**src/rtl/core/gges_pkg.sv**
```systemverilog
// shared types, constants and the log table for the gillespie step core
package gges_pkg;

   localparam int COUNT_BITS      = 16;
   localparam int TIME_FRAC_BITS  = 16;
   localparam int LOG_TABLE_DEPTH = 256;
   localparam int TIME_BITS       = 48;
   localparam int RATE_BITS       = 32;
   localparam int U_BITS          = 32;
   localparam int PROP_BITS       = RATE_BITS + COUNT_BITS;
   localparam int K_BITS          = PROP_BITS + 2;
   localparam int NL_BITS         = U_BITS + 6;
   localparam int DIVIDEND_BITS   = NL_BITS + TIME_FRAC_BITS;
   localparam int TBL_IDX_BITS    = $clog2(LOG_TABLE_DEPTH + 1);
   localparam int POS_BITS        = U_BITS + TBL_IDX_BITS;
   localparam int E_BITS          = $clog2(U_BITS);
   localparam int CSR_INDEX_BITS  = 3;
   localparam int CSR_DATA_BITS   = 48;
   localparam int REACTION_BITS   = 3;

   localparam logic [U_BITS-1:0]    LN2_Q32   = 32'd2977044472;
   localparam logic [TIME_BITS-1:0] TIME_MAX  = {TIME_BITS{1'b1}};
   localparam logic [COUNT_BITS-1:0] COUNT_MAX = {COUNT_BITS{1'b1}};

   localparam logic [CSR_INDEX_BITS-1:0] CSR_MRNA_BIRTH    = 3'd0;
   localparam logic [CSR_INDEX_BITS-1:0] CSR_MRNA_DECAY    = 3'd1;
   localparam logic [CSR_INDEX_BITS-1:0] CSR_PROTEIN_BIRTH = 3'd2;
   localparam logic [CSR_INDEX_BITS-1:0] CSR_PROTEIN_DECAY = 3'd3;
   localparam logic [CSR_INDEX_BITS-1:0] CSR_HORIZON       = 3'd4;

   typedef enum logic [REACTION_BITS-1:0] {
      RX_MRNA_BIRTH    = 3'd0,
      RX_MRNA_DECAY    = 3'd1,
      RX_PROTEIN_BIRTH = 3'd2,
      RX_PROTEIN_DECAY = 3'd3,
      RX_NONE          = 3'd4
   } reaction_type;

   typedef enum logic [2:0] {
      S_IDLE, S_PROP, S_LOG, S_DIV, S_UPD, S_EMIT
   } ctl_state_type;

   typedef enum logic [2:0] {
      N_IDLE, N_NORM, N_IDX, N_RDLO, N_RDHI, N_MUL, N_SUB
   } nl_state_type;

   typedef logic [U_BITS-1:0] ln_table_type [LOG_TABLE_DEPTH+1];

   // ln(1 + i/D) by the atanh series, truncating each step
   function automatic ln_table_type build_ln_table();
      ln_table_type t;
      logic [63:0] z;
      logic [63:0] z2;
      logic [63:0] term;
      logic [63:0] sum;
      int i;
      int k;
      for (i = 0; i <= LOG_TABLE_DEPTH; i++) begin
         z = (64'(i) << 32) / 64'(2 * LOG_TABLE_DEPTH + i);
         z2 = (z * z) >> 32;
         term = z;
         sum = 64'd0;
         for (k = 0; k < 32; k++) begin
            if (term != 64'd0) begin
               sum = sum + term / 64'(2 * k + 1);
               term = (term * z2) >> 32;
            end
         end
         t[i] = U_BITS'(sum << 1);
      end
      return t;
   endfunction

   localparam ln_table_type LN_TABLE = build_ln_table();

endpackage

```
**src/rtl/core/gges_div.sv**
```systemverilog
// restoring divider, one quotient bit per cycle
module gges_div (
   input  logic                                clock,
   input  logic                                reset,
   input  logic                                start,
   input  logic [gges_pkg::DIVIDEND_BITS-1:0]  dividend,
   input  logic [gges_pkg::K_BITS-1:0]         divisor,
   output logic                                done,
   output logic [gges_pkg::DIVIDEND_BITS-1:0]  quotient
);
   import gges_pkg::*;

   localparam int CNT_BITS = $clog2(DIVIDEND_BITS + 1);

   logic [DIVIDEND_BITS-1:0] quo_ff;
   logic [K_BITS-1:0]        rem_ff;
   logic [K_BITS-1:0]        den_ff;
   logic [CNT_BITS-1:0]      cnt_ff;
   logic                     busy_ff;
   logic                     done_ff;

   logic [K_BITS:0] trial;
   logic            fits;

   assign trial = {rem_ff, quo_ff[DIVIDEND_BITS-1]};
   assign fits = trial >= {1'b0, den_ff};

   always_ff @(posedge clock) begin
      if (reset) begin
         busy_ff <= 1'b0;
         done_ff <= 1'b0;
      end else if (start) begin
         busy_ff <= 1'b1;
         done_ff <= 1'b0;
      end else if (busy_ff && cnt_ff == CNT_BITS'(1)) begin
         busy_ff <= 1'b0;
         done_ff <= 1'b1;
      end
   end

   always_ff @(posedge clock) begin
      if (start) begin
         quo_ff <= dividend;
         rem_ff <= '0;
         den_ff <= divisor;
         cnt_ff <= CNT_BITS'(DIVIDEND_BITS);
      end else if (busy_ff) begin
         // dividend bits leave the top as quotient bits enter the bottom
         quo_ff <= {quo_ff[DIVIDEND_BITS-2:0], fits};
         rem_ff <= fits ? K_BITS'(trial - {1'b0, den_ff}) : K_BITS'(trial);
         cnt_ff <= cnt_ff - 1'b1;
      end
   end

   assign done = done_ff;
   assign quotient = quo_ff;

endmodule

```
**config.mk**
```make
export PLATFORM = sky130hd
export DESIGN_NAME = gges_div
export DESIGN_NICKNAME = d
export VERILOG_FILES = /design/src/rtl/core/gges_pkg.sv /design/src/rtl/core/gges_div.sv
export SDC_FILE = /design/constraint.sdc
export NUM_CORES = 1
export LEC_CHECK = 0
export BUFFER_PORTS_ARGS = -buffer_cell sky130_fd_sc_hd__buf_2
export CORE_MARGIN = 2
export CORE_UTILIZATION = 25
export DETAILED_ROUTE_END_ITERATION = 10
export PLACE_DENSITY = 0.4
export SLEW_MARGIN = 20
export SYNTH_ARGS = -nofsm -noshare
export SYNTH_HDL_FRONTEND = slang
export SYNTH_SLANG_ARGS = --single-unit
```
**constraint.sdc**
```tcl
create_clock -name clock -period 3.3 [get_ports clock]
set_input_delay 0.165 -clock clock [delete_from_list [all_inputs] [get_ports clock]]
set_output_delay 0.165 -clock clock [all_outputs]
set_load 0.02 [all_outputs]
```
==> metrics.yaml <==
irDropWorstVdd_mv: 0.3747
top_usage_layer: "met2"
tns_ns: 0
insertion_delay_ns: 0.45
drive_gt1_share_pct: 26.74
synth_edf_count: 104
synth_flop_cell: "edfxtp_1"
ant_nets: 0
regArea_um2: 4285
netlist_instances: 958
synth_top_area_share_pct: 33.03
cts_made_buffers: 17
area_growth_pct: 34.88
crit_path_end_kind: "register"
grt_max_degree: 73
max_freq_mhz: 318.4
switchingPower_mw: 1.990
row_count: 71
synth_area_leaders: "edfxtp_1, dfxtp_1, ha_1"
grt_pass1_vias: 8222
p_comb_share_pct: 26.3
synthesis.area_um2: 9455
cts-root-buf: "clkbuf_16"
clkSinkCount: 162
drv_slew: 0
drt_iter0_markers: 404
status: "completed"
arrival_ns: 3.51
netlist-cell-type-count: 72
met2_usage_pct: 23.11
worst_ep_required_time_ns: 3.67
fin_util_pct: 34.02
fillers: 3993
use_met1_pct: 19.40
period_minus_slack_ns: 3.141
drt_wl_total_mm: 27.74
hpwl_mm: 20.40
overflow: 0
die_x_um: 198.5
io_pins: 162
wl_per_cell_um: 15.72
synth-seq-cells: 162
num_vias: 8047
synthesis.nets: 1118
start_util_pct: 25.22
firstDrtPassIters: 5
holdCritPathClass: "input port to register"
port_buffers: 161
tightestPinTransition_ns: 0.8086
yosysSeqAreaShare_pct: 45.31
die_y_um: 198.5
layout.nets: 1400
startpoint_type: "register"
cts_buffer_depth: 2
core_area_um2: 37490
multi_input_area_um2: 4716
yosysWarnings: 0
clk_pin_slew_ns: 0.08
routabilityCongestion: 0.7750
power.density_nw_per_um2: 487.8
grt_pass1_wl_mm: 44.50
clock_power_share_pct: 34.2
hold_ws_ns: 0.01969
cts_tree: "done"
setup_viol: 0
skew_ns: 0.02306
finalHoldViolations: 0
switching_share_pct: 32.00
p_int_mw: 4.231
yosys.cell_count.top_type: "nand2_1"
max-cap-violations: 0
grt_use_total_pct: 14.43
critical_path.max_fanout: 10
rsz0062_at_grt: "true"
p_seq_share_pct: 39.5
dpl-instance-area_um2: 11150
syn_avg_cell_area_um2: 9.870
antenna_found_initial: 1
reg2reg_setup_slack_ns: 0.16
synth_largest_area_cell: "edfxtp_1"
grt_use_met3_pct: 3.374
slew_headroom_pct: 45.90
dieArea_um2: 39390
design_area_um2: 12750
postSynth.asyncResetShare_pct: 0
finalCritPeriodShare_pct: 95.18
p_total_mw: 6.221
remaining_drc_errors: 0
ys_top_cells_by_count: "nand2_1, edfxtp_1, nor2_1, inv_1, a21oi_1"
worstSetupPathType: "register to register"
power_leakage_nw: 5.371
vias_per_cell: 4.559
htreeDepth: 4
[critical path: stages, from the launching register on]
cell	delay [ns]
edfxtp_1	0.32
inv_1	0.05
ha_1	0.45
nand4_2	0.20
or4_4	0.53
a31oi_4	0.18
o21ai_2	0.12
o41a_2	0.57
buf_4	0.22
o311a_1	0.33
nor3_1	0.11
[per-stage QoR]
stage                     instances  worst slack [ns]
after detailed placement       1637          -0.03911
after CTS                      1760           0.03837
after global placement         1637           0.04956
final                          1765            0.1591
after global routing           1765          -0.01821
after floorplan                 958            0.1714
[metal layers]
layer,wire length [um],up-vias,share of wire [%]
li1,-,4074,-
met1,13640,3818,49
met2,12740,133,46
met3,1002,22,3.6
met4,352,0,1.3
met5,0,-,0
[flip-flops by register name (all words and copies together), names as in the netlist]
name	count
quotient	54
cnt_ff	6
rem_ff	50
done	1
busy_ff	1
den_ff	50
[cell usage in the layout (no fill, tap or decap), types with 14 or more instances in the layout]
cell and count:
buf_2 160, nand2_1 120, edfxtp_1 104, dlygate4sd3_1 91
nor2_1 68, buf_4 63, inv_1 62, a21oi_1 61
dfxtp_1 57, mux2_2 54, ha_1 52, o21ai_0 36
a311oi_1 31, a21o_1 26, xor2_1 26, xnor2_1 20
clkbuf_16 17, nand4_1 14, a31oi_1 14
[timing repair]
action | in CTS | in global routing
hold endpoints to repair | 92 | 0
endpoints found under the setup margin | 1 | 38
cloned | 0 | 0
gates resized for setup | 1 | 9
pin swaps | 0 | 5
hold buffers | 91 | 0
setup buffers | 0 | 4
[kinds of logic (layout without fill, tap and decap cells)]
group | count (synthesis) | in the layout | share of synthesized area [%]
adders and majority gates | 53 | 53 | 7.093
muxes | 57 | 57 | 6.762
other | 0 | 1 | 0
AOI/OAI and AO/OA | 250 | 250 | 18.13
DFF | 162 | 162 | 45.31
xor gates and xnor gates | 46 | 46 | 4.261
and+or+nand+nor | 272 | 272 | 13.19
buffers and inverters | 118 | 413 | 5.253
[power groups by stage]
stage,clock (mW),sequential (mW),combinational [mW]
after floorplan,0,2.57,0.926
after global routing,2.27,2.48,1.82
after CTS,2.21,2.46,1.64
final,2.13,2.45,1.64
after global placement,0,2.50,1.55
after detailed placement,0,2.50,1.54
[area by class of cell]
type / instances / area share, %
multi-input cells: 678 / 36.98
well taps: 511 / 5.013
inverters: 63 / 1.854
flip-flops and latches: 162 / 33.60
repair buffers: 318 / 17.69
clock buffers: 18 / 3.365
clock inverters: 14 / 1.481
diodes: 1 / 0.01962
[path summary, 6_finish.rpt]
check,startpoint,endpoint,cells after the start
worst min-delay path,dividend[32],quotient[32],2
worst max register to register,den_ff[23],rem_ff[7],10
worst min register to register,rem_ff[30],rem_ff[30],2
worst max-delay path,den_ff[23],rem_ff[7],10
No activity file was read; power rests on OpenSTA's default activity.
