`src/rtl/core/gges_pkg.sv`:
```
// shared types, constants and the log table for the gillespie step core
package gges_pkg;

   localparam int COUNT_BITS      = 16;
   localparam int TIME_FRAC_BITS  = 16;
   localparam int LOG_TABLE_DEPTH = 256;
   localparam int TIME_BITS       = 48;
   localparam int RATE_BITS       = 32;
   localparam int U_BITS          = 32;
   localparam int PROP_BITS       = RATE_BITS + COUNT_BITS;
   localparam int K_BITS          = PROP_BITS + 2;
   localparam int NL_BITS         = U_BITS + 6;
   localparam int DIVIDEND_BITS   = NL_BITS + TIME_FRAC_BITS;
   localparam int TBL_IDX_BITS    = $clog2(LOG_TABLE_DEPTH + 1);
   localparam int POS_BITS        = U_BITS + TBL_IDX_BITS;
   localparam int E_BITS          = $clog2(U_BITS);
   localparam int CSR_INDEX_BITS  = 3;
   localparam int CSR_DATA_BITS   = 48;
   localparam int REACTION_BITS   = 3;

   localparam logic [U_BITS-1:0]    LN2_Q32   = 32'd2977044472;
   localparam logic [TIME_BITS-1:0] TIME_MAX  = {TIME_BITS{1'b1}};
   localparam logic [COUNT_BITS-1:0] COUNT_MAX = {COUNT_BITS{1'b1}};

   localparam logic [CSR_INDEX_BITS-1:0] CSR_MRNA_BIRTH    = 3'd0;
   localparam logic [CSR_INDEX_BITS-1:0] CSR_MRNA_DECAY    = 3'd1;
   localparam logic [CSR_INDEX_BITS-1:0] CSR_PROTEIN_BIRTH = 3'd2;
   localparam logic [CSR_INDEX_BITS-1:0] CSR_PROTEIN_DECAY = 3'd3;
   localparam logic [CSR_INDEX_BITS-1:0] CSR_HORIZON       = 3'd4;

   typedef enum logic [REACTION_BITS-1:0] {
      RX_MRNA_BIRTH    = 3'd0,
      RX_MRNA_DECAY    = 3'd1,
      RX_PROTEIN_BIRTH = 3'd2,
      RX_PROTEIN_DECAY = 3'd3,
      RX_NONE          = 3'd4
   } reaction_type;

   typedef enum logic [2:0] {
      S_IDLE, S_PROP, S_LOG, S_DIV, S_UPD, S_EMIT
   } ctl_state_type;

   typedef enum logic [2:0] {
      N_IDLE, N_NORM, N_IDX, N_RDLO, N_RDHI, N_MUL, N_SUB
   } nl_state_type;

   typedef logic [U_BITS-1:0] ln_table_type [LOG_TABLE_DEPTH+1];

   // ln(1 + i/D) by the atanh series, truncating each step
   function automatic ln_table_type build_ln_table();
      ln_table_type t;
      logic [63:0] z;
      logic [63:0] z2;
      logic [63:0] term;
      logic [63:0] sum;
      int i;
      int k;
      for (i = 0; i <= LOG_TABLE_DEPTH; i++) begin
         z = (64'(i) << 32) / 64'(2 * LOG_TABLE_DEPTH + i);
         z2 = (z * z) >> 32;
         term = z;
         sum = 64'd0;
         for (k = 0; k < 32; k++) begin
            if (term != 64'd0) begin
               sum = sum + term / 64'(2 * k + 1);
               term = (term * z2) >> 32;
            end
         end
         t[i] = U_BITS'(sum << 1);
      end
      return t;
   endfunction

   localparam ln_table_type LN_TABLE = build_ln_table();

endpackage

```
`src/rtl/core/gges_pickmul.sv`:
```
// bit-serial floor(u * k / 2^32), one bit of u per cycle
module gges_pickmul (
   input  logic                         clock,
   input  logic                         reset,
   input  logic                         start,
   input  logic [gges_pkg::U_BITS-1:0]  u_value,
   input  logic [gges_pkg::K_BITS-1:0]  k_value,
   output logic                         done,
   output logic [gges_pkg::K_BITS-1:0]  pick
);
   import gges_pkg::*;

   localparam int CNT_BITS = $clog2(U_BITS + 1);

   logic [U_BITS-1:0]   u_ff;
   logic [K_BITS-1:0]   k_ff;
   logic [K_BITS-1:0]   acc_ff;
   logic [CNT_BITS-1:0] cnt_ff;
   logic                busy_ff;
   logic                done_ff;

   logic [K_BITS:0] sum;

   assign sum = {1'b0, acc_ff} + (u_ff[0] ? {1'b0, k_ff} : '0);

   always_ff @(posedge clock) begin
      if (reset) begin
         busy_ff <= 1'b0;
         done_ff <= 1'b0;
      end else if (start) begin
         busy_ff <= 1'b1;
         done_ff <= 1'b0;
      end else if (busy_ff && cnt_ff == CNT_BITS'(1)) begin
         busy_ff <= 1'b0;
         done_ff <= 1'b1;
      end
   end

   always_ff @(posedge clock) begin
      if (start) begin
         u_ff <= u_value;
         k_ff <= k_value;
         acc_ff <= '0;
         cnt_ff <= CNT_BITS'(U_BITS);
      end else if (busy_ff) begin
         // halving each step keeps the floor exact and the accumulator below k
         acc_ff <= sum[K_BITS:1];
         u_ff <= u_ff >> 1;
         cnt_ff <= cnt_ff - 1'b1;
      end
   end

   assign done = done_ff;
   assign pick = acc_ff;

endmodule

```
`config.mk`:
```
export PLATFORM = sky130hd
export DESIGN_NAME = gges_pickmul
export DESIGN_NICKNAME = d
export VERILOG_FILES = /design/src/rtl/core/gges_pkg.sv /design/src/rtl/core/gges_pickmul.sv
export SDC_FILE = /design/constraint.sdc
export NUM_CORES = 1
export LEC_CHECK = 0
export ABC_CLOCK_PERIOD_IN_PS = 2700
export BUFFER_PORTS_ARGS = -buffer_cell sky130_fd_sc_hd__buf_4
export CORE_UTILIZATION = 26
export DETAILED_ROUTE_END_ITERATION = 10
export GPL_TIMING_DRIVEN = 0
export MAX_ROUTING_LAYER = met4
export SKIP_LAST_GASP = 1
export SYNTH_ARGS = -nofsm -noshare
export SYNTH_HDL_FRONTEND = slang
export SYNTH_SLANG_ARGS = --single-unit
```
`constraint.sdc`:
```
create_clock -name clock -period 2.7 [get_ports clock]
set_input_delay 0.405 -clock clock [delete_from_list [all_inputs] [get_ports clock]]
set_output_delay 0.405 -clock clock [all_outputs]
set_load 0.03 [all_outputs]
```
==> impl_metrics.csv <==
group,metric,value,unit
outcome,status,"complete, but fails checks",
outcome,violations,"setup timing",
cells_and_area,area_delta_synth_final,45.4,%
yosys,async_flop_share,0,%
global_routing,gr-usage-all-layers,15.3,%
global_routing,grt_pass1_wl,36100,um
yosys,synth_top_area_cell,"edfxtp_1",
die,pin_count,136,
setup_path,crit_end,"pick[47]",
yosys,synth_area,8060,um2
die,die_w,178,um
routing,first_iter_violations,260,
routing,ant_nets,0,
setup_path,worst_setup_path_end_kind,"flip-flop",
die,fp.dieArea,31700,um2
place,dp_slack,-1.05,ns
yosys,synth_cell_type_count,64,
timing,tightest_slew,0.857,ns
yosys,synthCells,809,
yosys,synth_seq_cells,140,
power_and_ir_drop,irDropWorstVdd,0.412,mV
cells_and_area,diodes,0,
routing,first_pass_iters,4,
setup_path,path_depth,15,
yosys,synth_common_cells,"edfxtp_1 (82), a21oi_1 (69), nand2_1 (66)",
die,start_util,26.4,%
clocking,clock_latency,0.44,ns
routing,drc,0,
timing,rsz0062_at_grt,"yes",
die,core_area,30500,um2
timing,max_clock_freq,333,MHz
timing,fin_skew,0.0113,ns
clocking,clock_sinks,140,
yosys,ys_seq_area_share,44.9,%
clocking,cts_buffers,17,
clocking,cts_max_path_buffers,2,
yosys,yosysWarnings,0,
clocking,cts_max_level,4,
clocking,cts_tree,"built",
setup_path,rrSetupSlack,-0.30,ns
timing,layout_min_cycle_time,3.00,ns
global_routing,grt_pass1_vias,6892,
yosys,synth_edf_count,82,
setup_path,critPathRequiredTime,2.99,ns
die,rows,64,
power_and_ir_drop,p_per_area,561,nW/um2
global_routing,grt_overflow,0,
cells_and_area,final_core_util,38.4,%
timing,slew_headroom,42.9,%
setup_path,cp_max_fo,6,
power_and_ir_drop,power,6580,uW
routing,dr_total_vias,6816,
setup_path,worst-path-buf-inv,4,
timing,fin_crit_sh,111,%
timing,report.final.slew_viol_count,0,
hold_path,hold_class,"in -> reg",
place,hpwl,16200,um
cells_and_area,fin_nets,1160,
place,place_congestion,0.903,
setup_path,path_cells,"buf_6 -> clkbuf_16 -> and2_4 -> ha_4 -> buf_4 -> nand2b_1 -> a21oi_2 -> o21ai_4 -> buf_4 -> a21oi_4 -> o211ai_1 -> a21oi_2 -> a31oi_2 -> xor2_1 -> o21ai_1",
yosys,syn-num-nets,946,
routing,wl_per_cell,16.3,um
cells_and_area,layout-drive-gt1-share,40.8,%
setup_path,cpPeakStageDelay,0.38,ns
timing,setup_ws,-0.300,ns
yosys,syn_avg_cell_area,9.96,um2
timing,setup_viol,32,
die,die_y,178,um
setup_path,crit_start,"u_ff[0]",
routing,wirelength,23300,um
setup_path,path_class,"reg -> reg",
routing,viasPerCell,4.76,
yosys,synth_area_leaders,"edfxtp_1 (31%), dfxtp_1 (14%), ha_1 (7.9%)",
power_and_ir_drop,p_leak,0.00458,uW
setup_path,reg2regPathDepth,15,
global_routing,grt_antenna_before_repair,0,
setup_path,reg2reg_from,"u_ff[0]",
setup_path,slowest_stage,"edfxtp_1",
setup_path,critPathArrivalTime,3.29,ns
run,cap_violations,0,
yosys,yosysMostFrequentCell,"edfxtp_1",
yosys,synthFlopType,"edfxtp_1",
place,portBuffers,135,
setup_path,cp-start-kind,"flip-flop",
clocking,cts-root-buf,"clkbuf_16",
clocking,path_clk_slew,0.06,ns
timing,finalHoldViolCount,0,
yosys,synth_top_area_share,30.5,%
global_routing,grt_max_degree,54,
setup_path,cpLargestDelayFamily,"compound AO/OA/AOI/OAI gates",
clocking,hold_buffers,0,
setup_path,regToRegEndpoint,"pick[47]",
==> through the flow <==
stage               setup TNS (ns)  area, um2  hold slack [ns]  cells
floorplan                 -0.00877       8210            0.475    809
global placement            -52.96       9720            0.460   1340
detailed placement          -54.85       9720            0.471   1340
CTS                          -4.72      11300            0.114   1408
global route                 -9.31      11700            0.117   1432
finish                       -5.34      11700            0.133   1432
==> repair_timing <==
action	4_1_cts	5_1_grt
gates cloned	2	0
buffers inserted	43	27
resized for setup	154	64
pin swaps	54	70
setup endpoints to repair	70	35
==> cell usage in the layout, fill, tap and decap left out, types with 20 or more instances in the layout <==
cell,n
a21oi_1,38
a21oi_2,24
and2_1,34
buf_4,192
dfxtp_1,58
edfxtp_1,82
ha_1,20
ha_4,25
inv_1,21
mux2_2,31
mux2i_1,22
nand2_1,61
nor2_1,56
o21ai_1,26
xnor2_1,20
==> where the power goes <==
group          internal, uW  switching, uW
sequential             2470            114
combinational           794            908
clock                  1320            972
total                  4580           1990
==> final cells by class <==
cell class / instances / area, um2
Buffer: 29 / 196
Clock buffer: 20 / 457
Clock inverter: 12 / 110
Fill cell: 2961 / 18800
Inverter: 22 / 86.3
Multi-Input combinational cell: 607 / 5150
Sequential cell: 140 / 3620
Tap cell: 396 / 495
Timing Repair Buffer: 205 / 1590
Timing Repair inverter: 1 / 7.51
==> state kept, by name (all words and copies together) (netlist names) <==
name	count
done	1
cnt_ff	6
pick	50
k_ff	50
u_ff	32
busy_ff	1
==> metal layers <==
layer | up-vias | track usage, % | share of wire [%]
li1 | 3383 | - | -
met1 | 3213 | 18.1 | 44
met2 | 180 | 23.5 | 46
met3 | 40 | 5.14 | 7.0
met4 | 0 | 6.80 | 3.0
met5 | - | - | 0
==> cells by family (layout without fill, tap and decap cells) <==
group | after synthesis | in the layout | synth area share, %
XOR/XNOR | 45 | 45 | 4.89
flip-flops | 140 | 140 | 44.9
multiplexers | 53 | 53 | 7.06
AND/OR/NAND/NOR | 249 | 249 | 15.3
buffers and inverters | 62 | 289 | 2.90
adder cells (fa/ha/maj) | 52 | 52 | 8.16
AO/OA/AOI/OAI | 208 | 208 | 16.7
==> how the worst min path moves through the flow <==
stage / startpoint / end / depth (start not counted)
3_5_place_dp: pick[45] / pick[45] / 2
4_1_cts: reset / busy_ff / 2
5_1_grt: k_value[34] / k_ff[34] / 1
3_3_place_gp: pick[45] / pick[45] / 2
6_report: reset / busy_ff / 2
2_1_floorplan: cnt_ff[1] / cnt_ff[1] / 2
==> worst reg2reg max path, stage by stage, from the launching register on <==
cell       delay [ns]
edfxtp_1         0.38
buf_6            0.16
clkbuf_16        0.17
and2_4           0.14
ha_4             0.28
buf_4            0.11
nand2b_1         0.08
a21oi_2          0.26
o21ai_4          0.11
buf_4            0.15
a21oi_4          0.22
o211ai_1         0.18
a21oi_2          0.26
a31oi_2          0.13
xor2_1           0.18
o21ai_1          0.07
Note: power is estimated with default switching activity, not from simulation.
